### config.mk
export PLATFORM = sky130hd
export DESIGN_NAME = form_urlencoded_tokenizer
export DESIGN_NICKNAME = d
export VERILOG_FILES = /design/src/rtl/fut_pkg.sv /design/src/rtl/form_urlencoded_tokenizer.sv
export SDC_FILE = /design/constraint.sdc
export NUM_CORES = 1
export LEC_CHECK = 0
export BUFFER_PORTS_ARGS = -buffer_cell sky130_fd_sc_hd__buf_2
export CAP_MARGIN = 5
export CORE_MARGIN = 2
export CORE_UTILIZATION = 65
export DETAILED_ROUTE_END_ITERATION = 7
export GPL_TIMING_DRIVEN = 0
export HOLD_SLACK_MARGIN = 0.06
export PLACE_DENSITY_LB_ADDON = 0.12
export SYNTH_ARGS = -nofsm -noshare
export SYNTH_HDL_FRONTEND = slang
export SYNTH_SLANG_ARGS = --single-unit
export TNS_END_PERCENT = 50
### constraint.sdc
create_clock -name clk -period 9.7 [get_ports clk]
set_input_delay 1.455 -clock clk [delete_from_list [all_inputs] [get_ports clk]]
set_output_delay 1.455 -clock clk [all_outputs]
set_load 0.005 [all_outputs]
### src/rtl/fut_pkg.sv
package fut_pkg;

	localparam logic [7:0] CHR_NUL   = 8'h00;
	localparam logic [7:0] CHR_PCT   = 8'h25;
	localparam logic [7:0] CHR_PLUS  = 8'h2B;
	localparam logic [7:0] CHR_EQ    = 8'h3D;
	localparam logic [7:0] CHR_AMP   = 8'h26;
	localparam logic [7:0] CHR_SPACE = 8'h20;

	localparam int unsigned MAX_RES = 3;

	typedef struct packed {
		logic [7:0] data_byte;
		logic       byte_valid;
		logic       in_value;
		logic       token_end;
		logic       pair_end;
		logic       string_end;
	} res_t;

	// {is_hex, nibble}
	function automatic logic [4:0] hex_nib(input logic [7:0] c);
		logic [4:0] r;
		r = 5'd0;
		if (c >= 8'h30 && c <= 8'h39) begin
			r = {1'b1, c[3:0]};
		end else if ((c >= 8'h41 && c <= 8'h46) || (c >= 8'h61 && c <= 8'h66)) begin
			r = {1'b1, c[3:0] + 4'd9};
		end
		return r;
	endfunction

endpackage

### src/rtl/form_urlencoded_tokenizer.sv
// Form string tokenizer: one raw byte per item in, decoded bytes and end markers out.
// Latency: results of an item are offered the cycle after it is accepted.
// Throughput: one item per cycle while out_ready is high and each item gives at most
// one result; an item that gives n results holds the input off until its last is taken (output drain register).
// Reset (arst_n low): awaiting a name, no escape pending, result register empty.
module form_urlencoded_tokenizer (
	input  logic       clk,
	input  logic       arst_n,
	input  logic       in_valid,
	output logic       in_ready,
	input  logic [7:0] in_byte,
	output logic       out_valid,
	input  logic       out_ready,
	output logic [7:0] data_byte,
	output logic       byte_valid,
	output logic       in_value,
	output logic       token_end,
	output logic       pair_end,
	output logic       string_end,
	output logic       last_result
);
	import fut_pkg::*;

	typedef enum logic [1:0] {
		MODE_IDLE   = 2'd0,
		MODE_NAME   = 2'd1,
		MODE_VSTART = 2'd2,
		MODE_VALUE  = 2'd3
	} mode_t;

	typedef enum logic [1:0] {
		ESC_NONE  = 2'd0,
		ESC_PCT   = 2'd1,
		ESC_DIGIT = 2'd2
	} esc_t;

	mode_t      mode_q, mode_n;
	esc_t       esc_q, esc_n;
	logic [7:0] held_q, held_n;

	res_t       res_s1 [MAX_RES];
	logic [1:0] cnt_s1;

	res_t       res_n [MAX_RES];
	logic [1:0] n_res;

	logic       in_acc, out_acc;

	function automatic res_t mk(input logic [7:0] d, input logic bv, input logic iv,
		input logic te, input logic pe, input logic se);
		res_t r;
		r.data_byte  = d;
		r.byte_valid = bv;
		r.in_value   = iv;
		r.token_end  = te;
		r.pair_end   = pe;
		r.string_end = se;
		return r;
	endfunction

	always_comb begin
		logic       do_content, do_flush, do_marker, done, inval, is_end, is_delim;
		logic [4:0] hc, hh;
		res_t       marker;
		logic [1:0] n;

		do_content = 1'b0;
		do_flush   = 1'b0;
		do_marker  = 1'b0;
		done       = 1'b0;
		inval      = 1'b0;
		marker     = '0;
		n          = 2'd0;
		mode_n     = mode_q;
		esc_n      = esc_q;
		held_n     = held_q;
		for (int i = 0; i < MAX_RES; i++) begin
			res_n[i] = '0;
		end
		is_end   = (in_byte == CHR_AMP) || (in_byte == CHR_NUL);
		is_delim = (in_byte == CHR_AMP) || (in_byte == CHR_EQ);
		hc       = hex_nib(in_byte);
		hh       = hex_nib(held_q);

		case (mode_q)
			MODE_IDLE: begin
				esc_n = ESC_NONE;
				if (in_byte == CHR_NUL) begin
					do_marker = 1'b1;
					marker    = mk(CHR_NUL, 1'b0, 1'b0, 1'b0, 1'b0, 1'b1);
				end else if (!is_delim) begin
					mode_n     = MODE_NAME;
					do_content = 1'b1;
				end
			end
			MODE_NAME: begin
				if (in_byte == CHR_EQ) begin
					do_flush  = 1'b1;
					do_marker = 1'b1;
					marker    = mk(CHR_NUL, 1'b0, 1'b0, 1'b1, 1'b0, 1'b0);
					mode_n    = MODE_VSTART;
				end else if (is_end) begin
					do_flush  = 1'b1;
					do_marker = 1'b1;
					marker    = mk(CHR_NUL, 1'b0, 1'b0, 1'b1, 1'b1, in_byte == CHR_NUL);
					mode_n    = MODE_IDLE;
				end else begin
					do_content = 1'b1;
				end
			end
			MODE_VSTART: begin
				esc_n = ESC_NONE;
				if (is_end) begin
					// value absent
					do_marker = 1'b1;
					marker    = mk(CHR_NUL, 1'b0, 1'b0, 1'b0, 1'b1, in_byte == CHR_NUL);
					mode_n    = MODE_IDLE;
				end else begin
					mode_n     = MODE_VALUE;
					do_content = 1'b1;
					inval      = 1'b1;
				end
			end
			default: begin
				inval = 1'b1;
				if (is_end) begin
					do_flush  = 1'b1;
					do_marker = 1'b1;
					marker    = mk(CHR_NUL, 1'b0, 1'b1, 1'b1, 1'b1, in_byte == CHR_NUL);
					mode_n    = MODE_IDLE;
				end else begin
					do_content = 1'b1;
				end
			end
		endcase

		// escape continuation; a non-hex byte breaks the escape
		if (do_content) begin
			case (esc_n)
				ESC_PCT: begin
					if (hc[4]) begin
						esc_n  = ESC_DIGIT;
						held_n = in_byte;
						done   = 1'b1;
					end else begin
						do_flush = 1'b1;
					end
				end
				ESC_DIGIT: begin
					if (hc[4]) begin
						res_n[n] = mk({hh[3:0], hc[3:0]}, 1'b1, inval, 1'b0, 1'b0, 1'b0);
						n        = n + 2'd1;
						esc_n    = ESC_NONE;
						held_n   = 8'd0;
						done     = 1'b1;
					end else begin
						do_flush = 1'b1;
					end
				end
				default: esc_n = ESC_NONE;
			endcase
		end

		// pending escape bytes go out literally
		if (do_flush) begin
			if (esc_n == ESC_PCT || esc_n == ESC_DIGIT) begin
				res_n[n] = mk(CHR_PCT, 1'b1, inval, 1'b0, 1'b0, 1'b0);
				n        = n + 2'd1;
			end
			if (esc_n == ESC_DIGIT) begin
				res_n[n] = mk(held_q, 1'b1, inval, 1'b0, 1'b0, 1'b0);
				n        = n + 2'd1;
			end
			esc_n  = ESC_NONE;
			held_n = 8'd0;
		end

		if (do_content && !done) begin
			if (in_byte == CHR_PCT) begin
				esc_n = ESC_PCT;
			end else begin
				res_n[n] = mk((in_byte == CHR_PLUS) ? CHR_SPACE : in_byte, 1'b1, inval,
					1'b0, 1'b0, 1'b0);
				n        = n + 2'd1;
			end
		end

		if (do_marker) begin
			res_n[n] = marker;
			n        = n + 2'd1;
		end

		if (mode_n == MODE_IDLE) begin
			esc_n  = ESC_NONE;
			held_n = 8'd0;
		end
		n_res = n;
	end

	assign in_ready  = (cnt_s1 == 2'd0) || (out_ready && cnt_s1 == 2'd1);
	assign in_acc    = in_valid && in_ready;
	assign out_valid = (cnt_s1 != 2'd0);
	assign out_acc   = out_valid && out_ready;

	assign data_byte   = res_s1[0].data_byte;
	assign byte_valid  = res_s1[0].byte_valid;
	assign in_value    = res_s1[0].in_value;
	assign token_end   = res_s1[0].token_end;
	assign pair_end    = res_s1[0].pair_end;
	assign string_end  = res_s1[0].string_end;
	assign last_result = (cnt_s1 == 2'd1);

	always_ff @(posedge clk or negedge arst_n) begin
		if (!arst_n) begin
			mode_q <= MODE_IDLE;
			esc_q  <= ESC_NONE;
			held_q <= 8'd0;
			cnt_s1 <= 2'd0;
			for (int i = 0; i < MAX_RES; i++) begin
				res_s1[i] <= '0;
			end
		end else begin
			if (in_acc) begin
				mode_q <= mode_n;
				esc_q  <= esc_n;
				held_q <= held_n;
			end
			if (in_acc && n_res != 2'd0) begin
				cnt_s1 <= n_res;
				for (int i = 0; i < MAX_RES; i++) begin
					res_s1[i] <= res_n[i];
				end
			end else if (out_acc) begin
				cnt_s1 <= cnt_s1 - 2'd1;
				for (int i = 0; i < MAX_RES - 1; i++) begin
					res_s1[i] <= res_s1[i + 1];
				end
			end
		end
	end

	a_term_resets: assert property (@(posedge clk) disable iff (!arst_n)
		in_acc && in_byte == CHR_NUL |=> mode_q == MODE_IDLE && esc_q == ESC_NONE)
		else $error("terminator did not return to idle");

	a_more_follow: assert property (@(posedge clk) disable iff (!arst_n)
		out_acc && !last_result |=> out_valid)
		else $error("results of an item lost");

	a_esc_in_token: assert property (@(posedge clk) disable iff (!arst_n)
		esc_q != ESC_NONE |-> mode_q == MODE_NAME || mode_q == MODE_VALUE)
		else $error("escape pending outside a token");

endmodule
# Yosys cells after proc, flatten, opt, wreduce, memory -nomap -nowiden
# Index checks and enable logic that the tools add are counted.
totals:
  register_bits: 53
  latch_bits: 0
  ram_bits: 0
  mem_bits_ro: 0
  in_bits: 12
  out_inout_bits: 16
  word_cells: 186
  mem_count: 0
op_classes:
  addsub: 7
  n_mul: 0
  div: 0
  order_cmp: 20
  n_eq_ne: 13
  shift: 0
  mux: 85
  bitwise: 4
  n_reduce_logical: 35
op_table:
  columns: ["operator", "n"]
  rows:
  - ["2-to-1 mux 39 bit", 7]
  - ["bitwise mux 39 bit", 4]
  - ["demux 13 bit (select 2 bit)", 4]
  - ["2-to-1 mux 13 bit", 7]
  - ["2-to-1 mux 26 bit", 2]
  - ["2-to-1 mux 8 bit", 6]
  - ["2-to-1 mux 2 bit", 23]
  - ["case mux 13 bit (3 select lines)", 1]
  - ["== test 8 x 6 -> 1 bit (second input constant)", 4]
  - [">= comparator 8 x 7 -> 1 bit (second input constant)", 4]
  - ["<= comparator 8 x 7 -> 1 bit (second input constant)", 4]
  - ["2-to-1 mux 1 bit", 17]
  - [">= comparator 8 x 6 -> 1 bit (second input constant)", 2]
  - ["<= comparator 8 x 6 -> 1 bit (second input constant)", 2]
  - ["case mux 8 bit (2 select lines)", 1]
  - ["logical AND 1 bit", 15]
  - [">= comparator 3 bit (second input constant)", 4]
  - ["less-than comparator 3 x 1 -> 1 bit (second input constant)", 4]
  - ["2-to-1 mux 4 bit", 3]
  - ["inverter 2 -> 3 bit", 4]
  - ["2-to-1 mux 5 bit", 2]
  - ["adder 2 x 1 -> 2 bit (second input constant)", 4]
  - ["adder 4 bit (second input constant)", 2]
  - ["== test 2 x 1 -> 1 bit (second input constant)", 4]
  - ["16 further kinds", 34]

# Depth between registers and ports, before layout
# Gate-level depths: netlist (run 1).
depth:
  ltp_word: 26
  mapped_depth: 25
  depth_no_buf: 23

# Least setup slack after synthesis (run 1)
# Ideal clock, no wire load.
synth_timing:
  path_type: "in2reg"
  start: "in in_byte[4]"
  end: "reg res_s1, in the netlist data_byte[6]"
  setup_ns: 0.132
  arrival_time_ns: 5.871
  required_ns: 9.568
  path_slack_ns: 3.696
  stages: 21
  n_path_buf: 2
  path_cell_list: "buf_2 > nand4bb_4 > or4_1 > nand2_1 > o21ai_0 > ha_1 > inv_1 > ha_1 > xor2_1 > nand2_1 > a31oi_1 > a311oi_2 > inv_1 > ha_1 > mux2i_1 > inv_1 > ha_1 > a221oi_2 > o21a_1 > clkbuf_1 > o21ai_1"
synth_between:
  elab_chain_cells: 26
  elab_cells_between_ends: 101
  classes_between: "add/sub: 4; order compare: 14; eq/ne: 6; mux: 56; bitwise: 4; reduce/logical: 17"
synth_rtl:
  columns: ["element", "line_no", "text"]
  rows:
  - ["from (decl)", "form_urlencoded_tokenizer.sv:11", "input logic [7:0] in_byte,"]
  - [">= comparator 8 x 7 -> 1 bit or <= comparator 8 x 7 -> 1 bit (tied branches)", "fut_pkg.sv:27", "end else if ((c >= 8'h41 && c <= 8'h46) || (c >= 8'h61 && c <= 8'h66)) begin"]
  - ["logical AND 1 bit", "fut_pkg.sv:27", null]
  - ["logical OR 1 bit", "fut_pkg.sv:27", null]
  - ["2-to-1 mux 5 bit", "fut_pkg.sv:27", null]
  - ["2-to-1 mux 5 bit", "fut_pkg.sv:25", "if (c >= 8'h30 && c <= 8'h39) begin"]
  - ["2-to-1 mux 2 bit, on equally long branches", "form_urlencoded_tokenizer.sv:150, form_urlencoded_tokenizer.sv:141", null]
  - ["case mux 2 bit (2 select lines)", "form_urlencoded_tokenizer.sv:139", "case (esc_n)"]
  - ["2-to-1 mux 2 bit", "form_urlencoded_tokenizer.sv:138", "if (do_content) begin"]
  - ["[10 not listed]", null, null]
  - ["inverter 2 -> 3 bit (not written as such), or another cell as far along", "form_urlencoded_tokenizer.sv:189", "res_n[n] = marker;"]
  - [">= comparator 3 bit (not written as such), or another cell as far along", "form_urlencoded_tokenizer.sv:189", null]
  - ["logical AND 1 bit (not written as such) or bitwise mux 39 bit (tied branches)", "form_urlencoded_tokenizer.sv:189, form_urlencoded_tokenizer.sv:182", null]
  - ["2-to-1 mux 13 bit (not written as such) or 2-to-1 mux 39 bit (tied branches)", "form_urlencoded_tokenizer.sv:189, form_urlencoded_tokenizer.sv:179", null]
  - ["demux 13 bit (select 2 bit) or 2-to-1 mux 39 bit (tied branches)", "form_urlencoded_tokenizer.sv:189, form_urlencoded_tokenizer.sv:178", null]
  - ["bitwise mux 39 bit", "form_urlencoded_tokenizer.sv:189", null]
  - ["2-to-1 mux 39 bit", "form_urlencoded_tokenizer.sv:188", "if (do_marker) begin"]
  - ["2-to-1 mux 26 bit", "form_urlencoded_tokenizer.sv:228", "if (in_acc && n_res != 2'd0) begin"]
  - ["to (signal, indexed assignment)", "form_urlencoded_tokenizer.sv:231", "res_s1[i] <= res_n[i];"]
  - ["to (signal, indexed assignment)", "form_urlencoded_tokenizer.sv:236", "res_s1[i] <= res_s1[i + 1];"]
  - ["to (decl)", "form_urlencoded_tokenizer.sv:41", "res_t res_s1 [MAX_RES];"]
# Parallel ways exist; a longest one is shown, timed or not. The select of a mux whose other input is x is not followed.
# A chain may end at the register's enable or synchronous reset.

# Worst setup path after layout (run 1)
layout_timing:
  start: "in in_byte[1]"
  end: "reg res_s1, in the netlist data_byte[6]"
# Same word-level chain as after synthesis.

==> summary.md, run 1 <==
| Metric | Value |
|---|---|
| Fraction of layout cells with a size suffix above 1 | 0.1663 |
| RSZ-0062 raised after global routing | false |
| Gr ovfl total | 0 |
| Post-CTS setup buffer count | 0 |
| Area growth syn-to-layout | 8.617% |
| Cells after Synth | 423 |
| Worst hold-check path type | flop to flop |
| Setup TNS | 0 ns |
| Starting density of the core | 0.6851 |
| Worst Tran Pin Value | 1.224 ns |
| Drt initial violations | 302 |
| Post-synth EDFFs | 0 |
| Slowest cell delay on critical path | between 0.5 and 0.6 ns |
| Tcrit/Tclk final | 0.6914 |
| Initial antenna violation count | 0 |
| First-pass GRT wire length | between 15 and 20 mm |
| Share of the yosys chip area belonging to registers | 0.3473 |
| Max-Cap Viols | 0 |
| Avg Cell Area, Syn | 9.028 µm² |
| Layout Nets | 490 |
| Post-route DRC | 0 |
| Clock Sinks | 53 |
| Bufs on Longest Clock Path | 2 |
| Hold Fails Final Rpt | 0 |
| Outcome | complete, no violations |
| Slowest-stage cell, CP | a311oi_2 |
| Critical path's most frequent cell | ha_1 |
| # diodes | 0 |
| Leak | ~0.0021 µW |
| Final setup margin | 2.993 ns |
| Setup-failing EPs final | 0 |
| Wirelength per Cell | between 15 and 20 µm |
| Met3 Wirelength | 583 µm |
| GRT Overall Usage | 0.3152 |
| Mapped cell area | 0.003819 mm² |
| Vias/cell | around 6.5 |
| CP Data Required Time | 9.89 ns |
| Critical Path AT | 6.89 ns |
| Slew Limit Fails | 0 |
| TritonRoute pass-1 iters | 5 |
| HPWL Detailed | 7.189 mm |
| Power Dens Cells | 173.0 mW/mm² |
| Peak VDD IR | 117.1 µV |
| Synth Warn # | 0 |
| Worst-path clk slew | 0.11 ns |
| Synth unique cells | 67 |
| Cts bufs inserted | 5 |
| Crit-path max FO | 10 |
| Total Wirelength | 9.466 mm |
| Cell Rows | 27 |
| H-tree depth | 2 |
| Final Util | 0.7441 |
| Die Ht | 80.65 µm |
| GPL Wtd Cong | 0.8933 |
| Critical path, cell by cell | buf_2, inv_1, ha_1, nand2_1, or4_1, nand2_1, o21ai_0, ha_1, inv_1, ha_1, xor2_1, nand2_1, a31oi_1, a311oi_2, inv_1, ha_1, mux2i_1, inv_1, ha_1, a221oi_2, o21a_1, clkbuf_1, o21ai_1 |
| Pre-CTS WS | 2.742 ns |
| Relative slew slack | 0.1819 |
| Setup CP Type | primary input to flop |
| Die width | 80.65 µm |
| CP endpoint kind | flop |
| Skew-Pair Late Insertion Delay | between 0.3 and 0.4 ns |
| CTS-repair resized insts | 0 |
| Number of I/O port buffers | 25 |
| Yosys reg bits | 53 |
| Most frequent cells in the layout | 64 x nand2_1, 53 x dfrtp_1, 30 x buf_2, 30 x mux2i_1, 27 x nand3_1 |
| Post-Route M1 WL | 4.303 mm |
| Net Count, Synth | around 460 |
| Core area | 0.005574 mm² |
| Fillers | 433 |
| Max Clock Freq | 0.1491 GHz |
| Root buffer cell | clkbuf_8 |
| FFs w/ async S/R, synth | 1.000 |
| CTS tree | yes |
| Hold-fix buffers at CTS | 0 |
| Met2 WL | between 4 and 5 mm |
| Final min period | ~6.7 ns |
| Io pins | 28 |
| Vias in the first global route | 3139 |
| Top FF cell, synth | dfrtp_1 |
| Pin count of the biggest net entering global routing | 54 |
| DIE AREA | 0.006504 mm² |
| Commonest non-fill, non-tap cell in the layout | nand2_1 |
| Highest metal used | met4 |
| WP buf/inv | 6 |
| CP Launch Type | primary input |
| Via count | 3427 |
| Clk_skew | around 0.012 ns |
| DRT antenna net count | 0 |
| Largest delay share family, worst path | adder cells |
-- cells in the mapped netlist, types with 3 or more instances --
library cell,n,share of area
nand2_1,64,0.063
dfrtp_1,53,0.35
mux2i_1,30,0.079
nand3_1,27,0.035
ha_1,22,0.072
nor2_1,22,0.022
a22o_1,19,0.044
o21ai_0,18,0.024
inv_1,16,0.016
a21oi_1,11,0.014
o21ai_1,11,0.014
buf_4,9,0.018
clkbuf_1,9,0.0088
xnor2_1,6,0.014
a31oi_1,5,0.0082
and2_1,5,0.0082
buf_2,5,0.0066
nor3_1,5,0.0066
nor3b_1,5,0.0098
o2111ai_1,5,0.011
o21ai_2,5,0.011
a211o_1,4,0.0092
buf_6,4,0.012
nand4_1,4,0.0066
o22ai_1,4,0.0066
a22oi_1,3,0.0059
o31ai_1,3,0.0059
-- path summary, 6_finish.rpt --
path                                  from            to  slack (ns)  depth (start not counted)
worst min-delay path             res_s1[1]     res_s1[1]        0.48                          2
worst max-delay path            in_byte[1]  data_byte[6]        2.99                         23
min in group asynchronous           arst_n     cnt_s1[0]        1.01                          1
worst max register to register   mode_q[0]  data_byte[6]        3.95                         22
max in group asynchronous           arst_n     res_s1[5]        8.17                          2
worst min register to register   res_s1[1]     res_s1[1]        0.48                          2
-- tightest hold or removal path, cell delays in order, from the launching register on --
cell,delay (ns)
dfrtp_1,0.36
nand2_1,0.05
nand2_1,0.05
-- report_power, final --
group	internal (µW)	total (µW)	switching (µW)
sequential	255	284	29.2
clock	52.4	134	81.8
combinational	130	299	170
-- flip-flops by register name, summed over array words and instances, names as in the netlist --
name,cells
in_value,1
esc_q,2
held_q,8
cnt_s1,2
pair_end,1
data_byte,8
res_s1,26
string_end,1
token_end,1
mode_q,2
byte_valid,1
-- stage by stage --
stage | cells | total power (µW) | area, µm² | hold WS, ns
after floorplan | 423 | 493.2 | 3819 | 0.4380
after global placement | 520 | 574.0 | 4034 | 0.4518
after detailed placement | 520 | 584.4 | 4034 | 0.4568
after CTS | 528 | 713.7 | 4128 | 0.4801
after global routing | 529 | 762.8 | 4148 | 0.5017
final | 529 | 717.7 | 4148 | 0.4810
-- final cells by class --
type	instances	area [µm²]	area share
Tap cell	72	90.09	0.02172
Clock buffer	5	68.82	0.01659
Sequential cell	53	1326	0.3198
Multi-Input combinational cell	326	2257	0.5442
Inverter	17	63.81	0.01538
Clock inverter	3	25.02	0.006033
Buffer	27	171.4	0.04133
Timing Repair Buffer	26	145.1	0.03499
-- logic make-up (layout without fill, tap and decap cells) --
logic type,after synthesis,count (layout),share of synthesized area
simple gates,151,151,0.1995
fa+ha+maj,22,22,0.07208
xor+xnor,7,7,0.01606
compound gates,114,114,0.2179
mux,32,32,0.08552
flops,53,53,0.3473
buf+inv,44,78,0.06159
-- layer usage --
layer | up-vias | global-route usage
li1 | 1604 | -
met1 | 1660 | 0.4585
met2 | 146 | 0.5083
met3 | 17 | 0.03483
met4 | 0 | 0.06780
met5 | - | 0
(Power assumes the default switching activity.)
==> run 2: changes to the inputs <==
- CORE_UTILIZATION: 65 -> 61
- clock period: 9.7 -> 6.4 ns (I/O delays scaled with it)
==> summary.md, run 2 (synthesis results as in run 1) <==
| Metric | Value |
|---|---|
| HPWL Detailed | 7.278 mm |
| Area growth syn-to-layout | 8.912% |
| Starting density of the core | 0.6374 |
| Max-Cap Viols | 0 |
| GRT Overall Usage | 0.2873 |
| Total net switching power | around 420 µW |
| Number of I/O port buffers | 25 |
| Drt initial violations | 321 |
| Layout Nets | 491 |
| Final Util | 0.6942 |
| Slew Limit Fails | 0 |
| Logic gate share of total power | 0.421 |
| Biggest register | res_s1 |
| Tcrit/Tclk final | 0.9441 |
| Slowest-stage cell, CP | nor4_1 |
| Wirelength per Cell | 17.96 µm |
| Skew-Pair Late Insertion Delay | 0.31 ns |
| Max reg flops | 26 |
| Max Clock Freq | 0.1655 GHz |
| Hold Fails Final Rpt | 0 |
| First-pass GRT wire length | 16.44 mm |
| Via count | about 3400 |
| CP Launch Type | primary input |
| Clk network pwr share | 0.177 |
| Post-route DRC | 0 |
| Total Wirelength | 9.573 mm |
| Seq pwr share | 0.402 |
| Pwr Total | 1077 µW |
| Fraction of layout cells with a size suffix above 1 | 0.1681 |
| Worst hold-check path type | flop to flop |
| Commonest non-fill, non-tap cell in the layout | nand2_1 |
| DRT antenna net count | 0 |
| Gr ovfl total | 0 |
| Pre-CTS WS | -0.02362 ns |
| Power Dens Cells | 258.9 mW/mm² |
| Critical path's most frequent cell | ha_1 |
| Setup-failing EPs final | 0 |
| Die Ht | 83.12 µm |
| Largest delay share family, worst path | compound AO/OA/AOI/OAI gates |
| Cts bufs inserted | 5 |
| Root buffer cell | clkbuf_8 |
| Sw frac | 0.3875 |
| Io pins | 28 |
| Leak | around 0.002 µW |
| Clock Sinks | 53 |
| Slowest cell delay on critical path | 0.40 ns |
| Hold_ws | 0.4814 ns |
| Crit-path max FO | 10 |
| Int Power | around 660 µW |
| Design area | 0.004159 mm² |
| Vias in the first global route | 3319 |
| Outcome | complete, no violations |
| DIE AREA | roughly 0.007 mm² |
| Final setup margin | approximately 0.36 ns |
| Peak VDD IR | 163.8 µV |
| Post-place instance area | ~0.004 mm² |
| Worst-path clk slew | 0.10 ns |
| WP buf/inv | 5 |
| CP endpoint kind | flop |
| Fillers | 500 |
| GPL Wtd Cong | roughly 0.91 |
| Final min period | 6.042 ns |
| Critical Path AT | 6.27 ns |
| TritonRoute pass-1 iters | 5 |
| Most frequent cells in the layout | 64 x nand2_1, 53 x dfrtp_1, 30 x buf_2, 30 x mux2i_1, 27 x nand3_1 |
| Core area | 0.005991 mm² |
| Critical path, cell by cell | buf_2, nor4_1, and3_1, nor2_1, nand2_1, o21ai_0, ha_1, inv_1, ha_1, xor2_1, nand2_1, a31oi_1, a311oi_4, inv_1, ha_1, mux2i_1, inv_1, ha_1, a221oi_2, o21a_1, buf_2, o2111ai_1, o21ai_0 |
| Cell Rows | 28 |
| Relative slew slack | 0.2018 |
| # diodes | 0 |
| Die width | roughly 83 µm |
| Clk_skew | 0.009765 ns |
| Initial antenna violation count | 0 |
| H-tree depth | 2 |
| RSZ-0062 raised after global routing | false |
| Vias/cell | about 6.4 |
| Bufs on Longest Clock Path | 2 |
| CP Data Required Time | 6.63 ns |
| Setup CP Type | primary input to flop |
| Pin count of the biggest net entering global routing | 54 |
| Worst Tran Pin Value | approximately 1.2 ns |
| CTS tree | yes |
[run 2: changes by cell type in the layout (fill, tap and decap cells not counted), sizes merged]
cell      before  now
buf           44   45
clkbuf        14   15
clkinv         1    0
clkinvlp       1    2
inv           18   17
[run 2: repair_timing]
action                                  CTS  global route
hold buffers                              0             0
buffers inserted                          0             1
endpoints found under the setup margin    0            22
resized for setup                         0             4
[run 2: layout make-up]
| type | count | area, µm² | area share |
|---|---|---|---|
| Buffer | 27 | 172.7 | 0.04152 |
| Tap cell | 75 | 93.84 | 0.02256 |
| Timing Repair Buffer | 27 | 140.1 | 0.03369 |
| Clock buffer | 6 | 72.57 | 0.01745 |
| Sequential cell | 53 | 1326 | 0.3189 |
| Inverter | 17 | 63.81 | 0.01534 |
| Clock inverter | 2 | 15.01 | 0.003610 |
| Multi-Input combinational cell | 326 | 2275 | 0.5469 |
[run 2: power groups by stage]
| stage | Combinational (µW) | Sequential (µW) | Clock (µW) |
|---|---|---|---|
| floorplan | 323 | 424 | 0 |
| global placement | 437 | 434 | 0 |
| detailed placement | 453 | 439 | 0 |
| CTS | 453 | 433 | 195 |
| global route | 498 | 443 | 212 |
| finish | 454 | 433 | 191 |
[run 2: worst min-delay path, cell delays in order, from the launching register on]
cell and delay, ns:
dfrtp_1 0.36, nand2_1 0.05, nand2_1 0.05
[run 2: path summary, 6_finish.rpt]
| path | start | to | slack, ns | cells past startpoint |
|---|---|---|---|---|
| min reg2reg | res_s1[0] | res_s1[0] | 0.48 | 2 |
| max in group asynchronous | arst_n | held_q[2] | 5.28 | 1 |
| min in group asynchronous | arst_n | res_s1[15] | 0.68 | 1 |
| min | res_s1[0] | res_s1[0] | 0.48 | 2 |
| max reg2reg | mode_q[0] | data_byte[3] | 0.81 | 23 |
| max | in_byte[5] | data_byte[3] | 0.36 | 23 |
[run 2: through the flow]
stage	TNS, ns	std cells
after floorplan	0	423
after global placement	0	523
after detailed placement	-0.03648	523
after CTS	0	531
after global routing	0	533
final	0	533
[run 2: routing by layer]
| layer | wire length (µm) | part of all wire | vias up | GRT usage |
|---|---|---|---|---|
| li1 | - | - | 1609 | - |
| met1 | 4196 | 0.44 | 1669 | 0.4181 |
| met2 | 4561 | 0.48 | 134 | 0.4685 |
| met3 | 744 | 0.078 | 10 | 0.03479 |
| met4 | 70 | 0.0073 | 0 | 0.05067 |
| met5 | 0 | 0 | - | 0 |
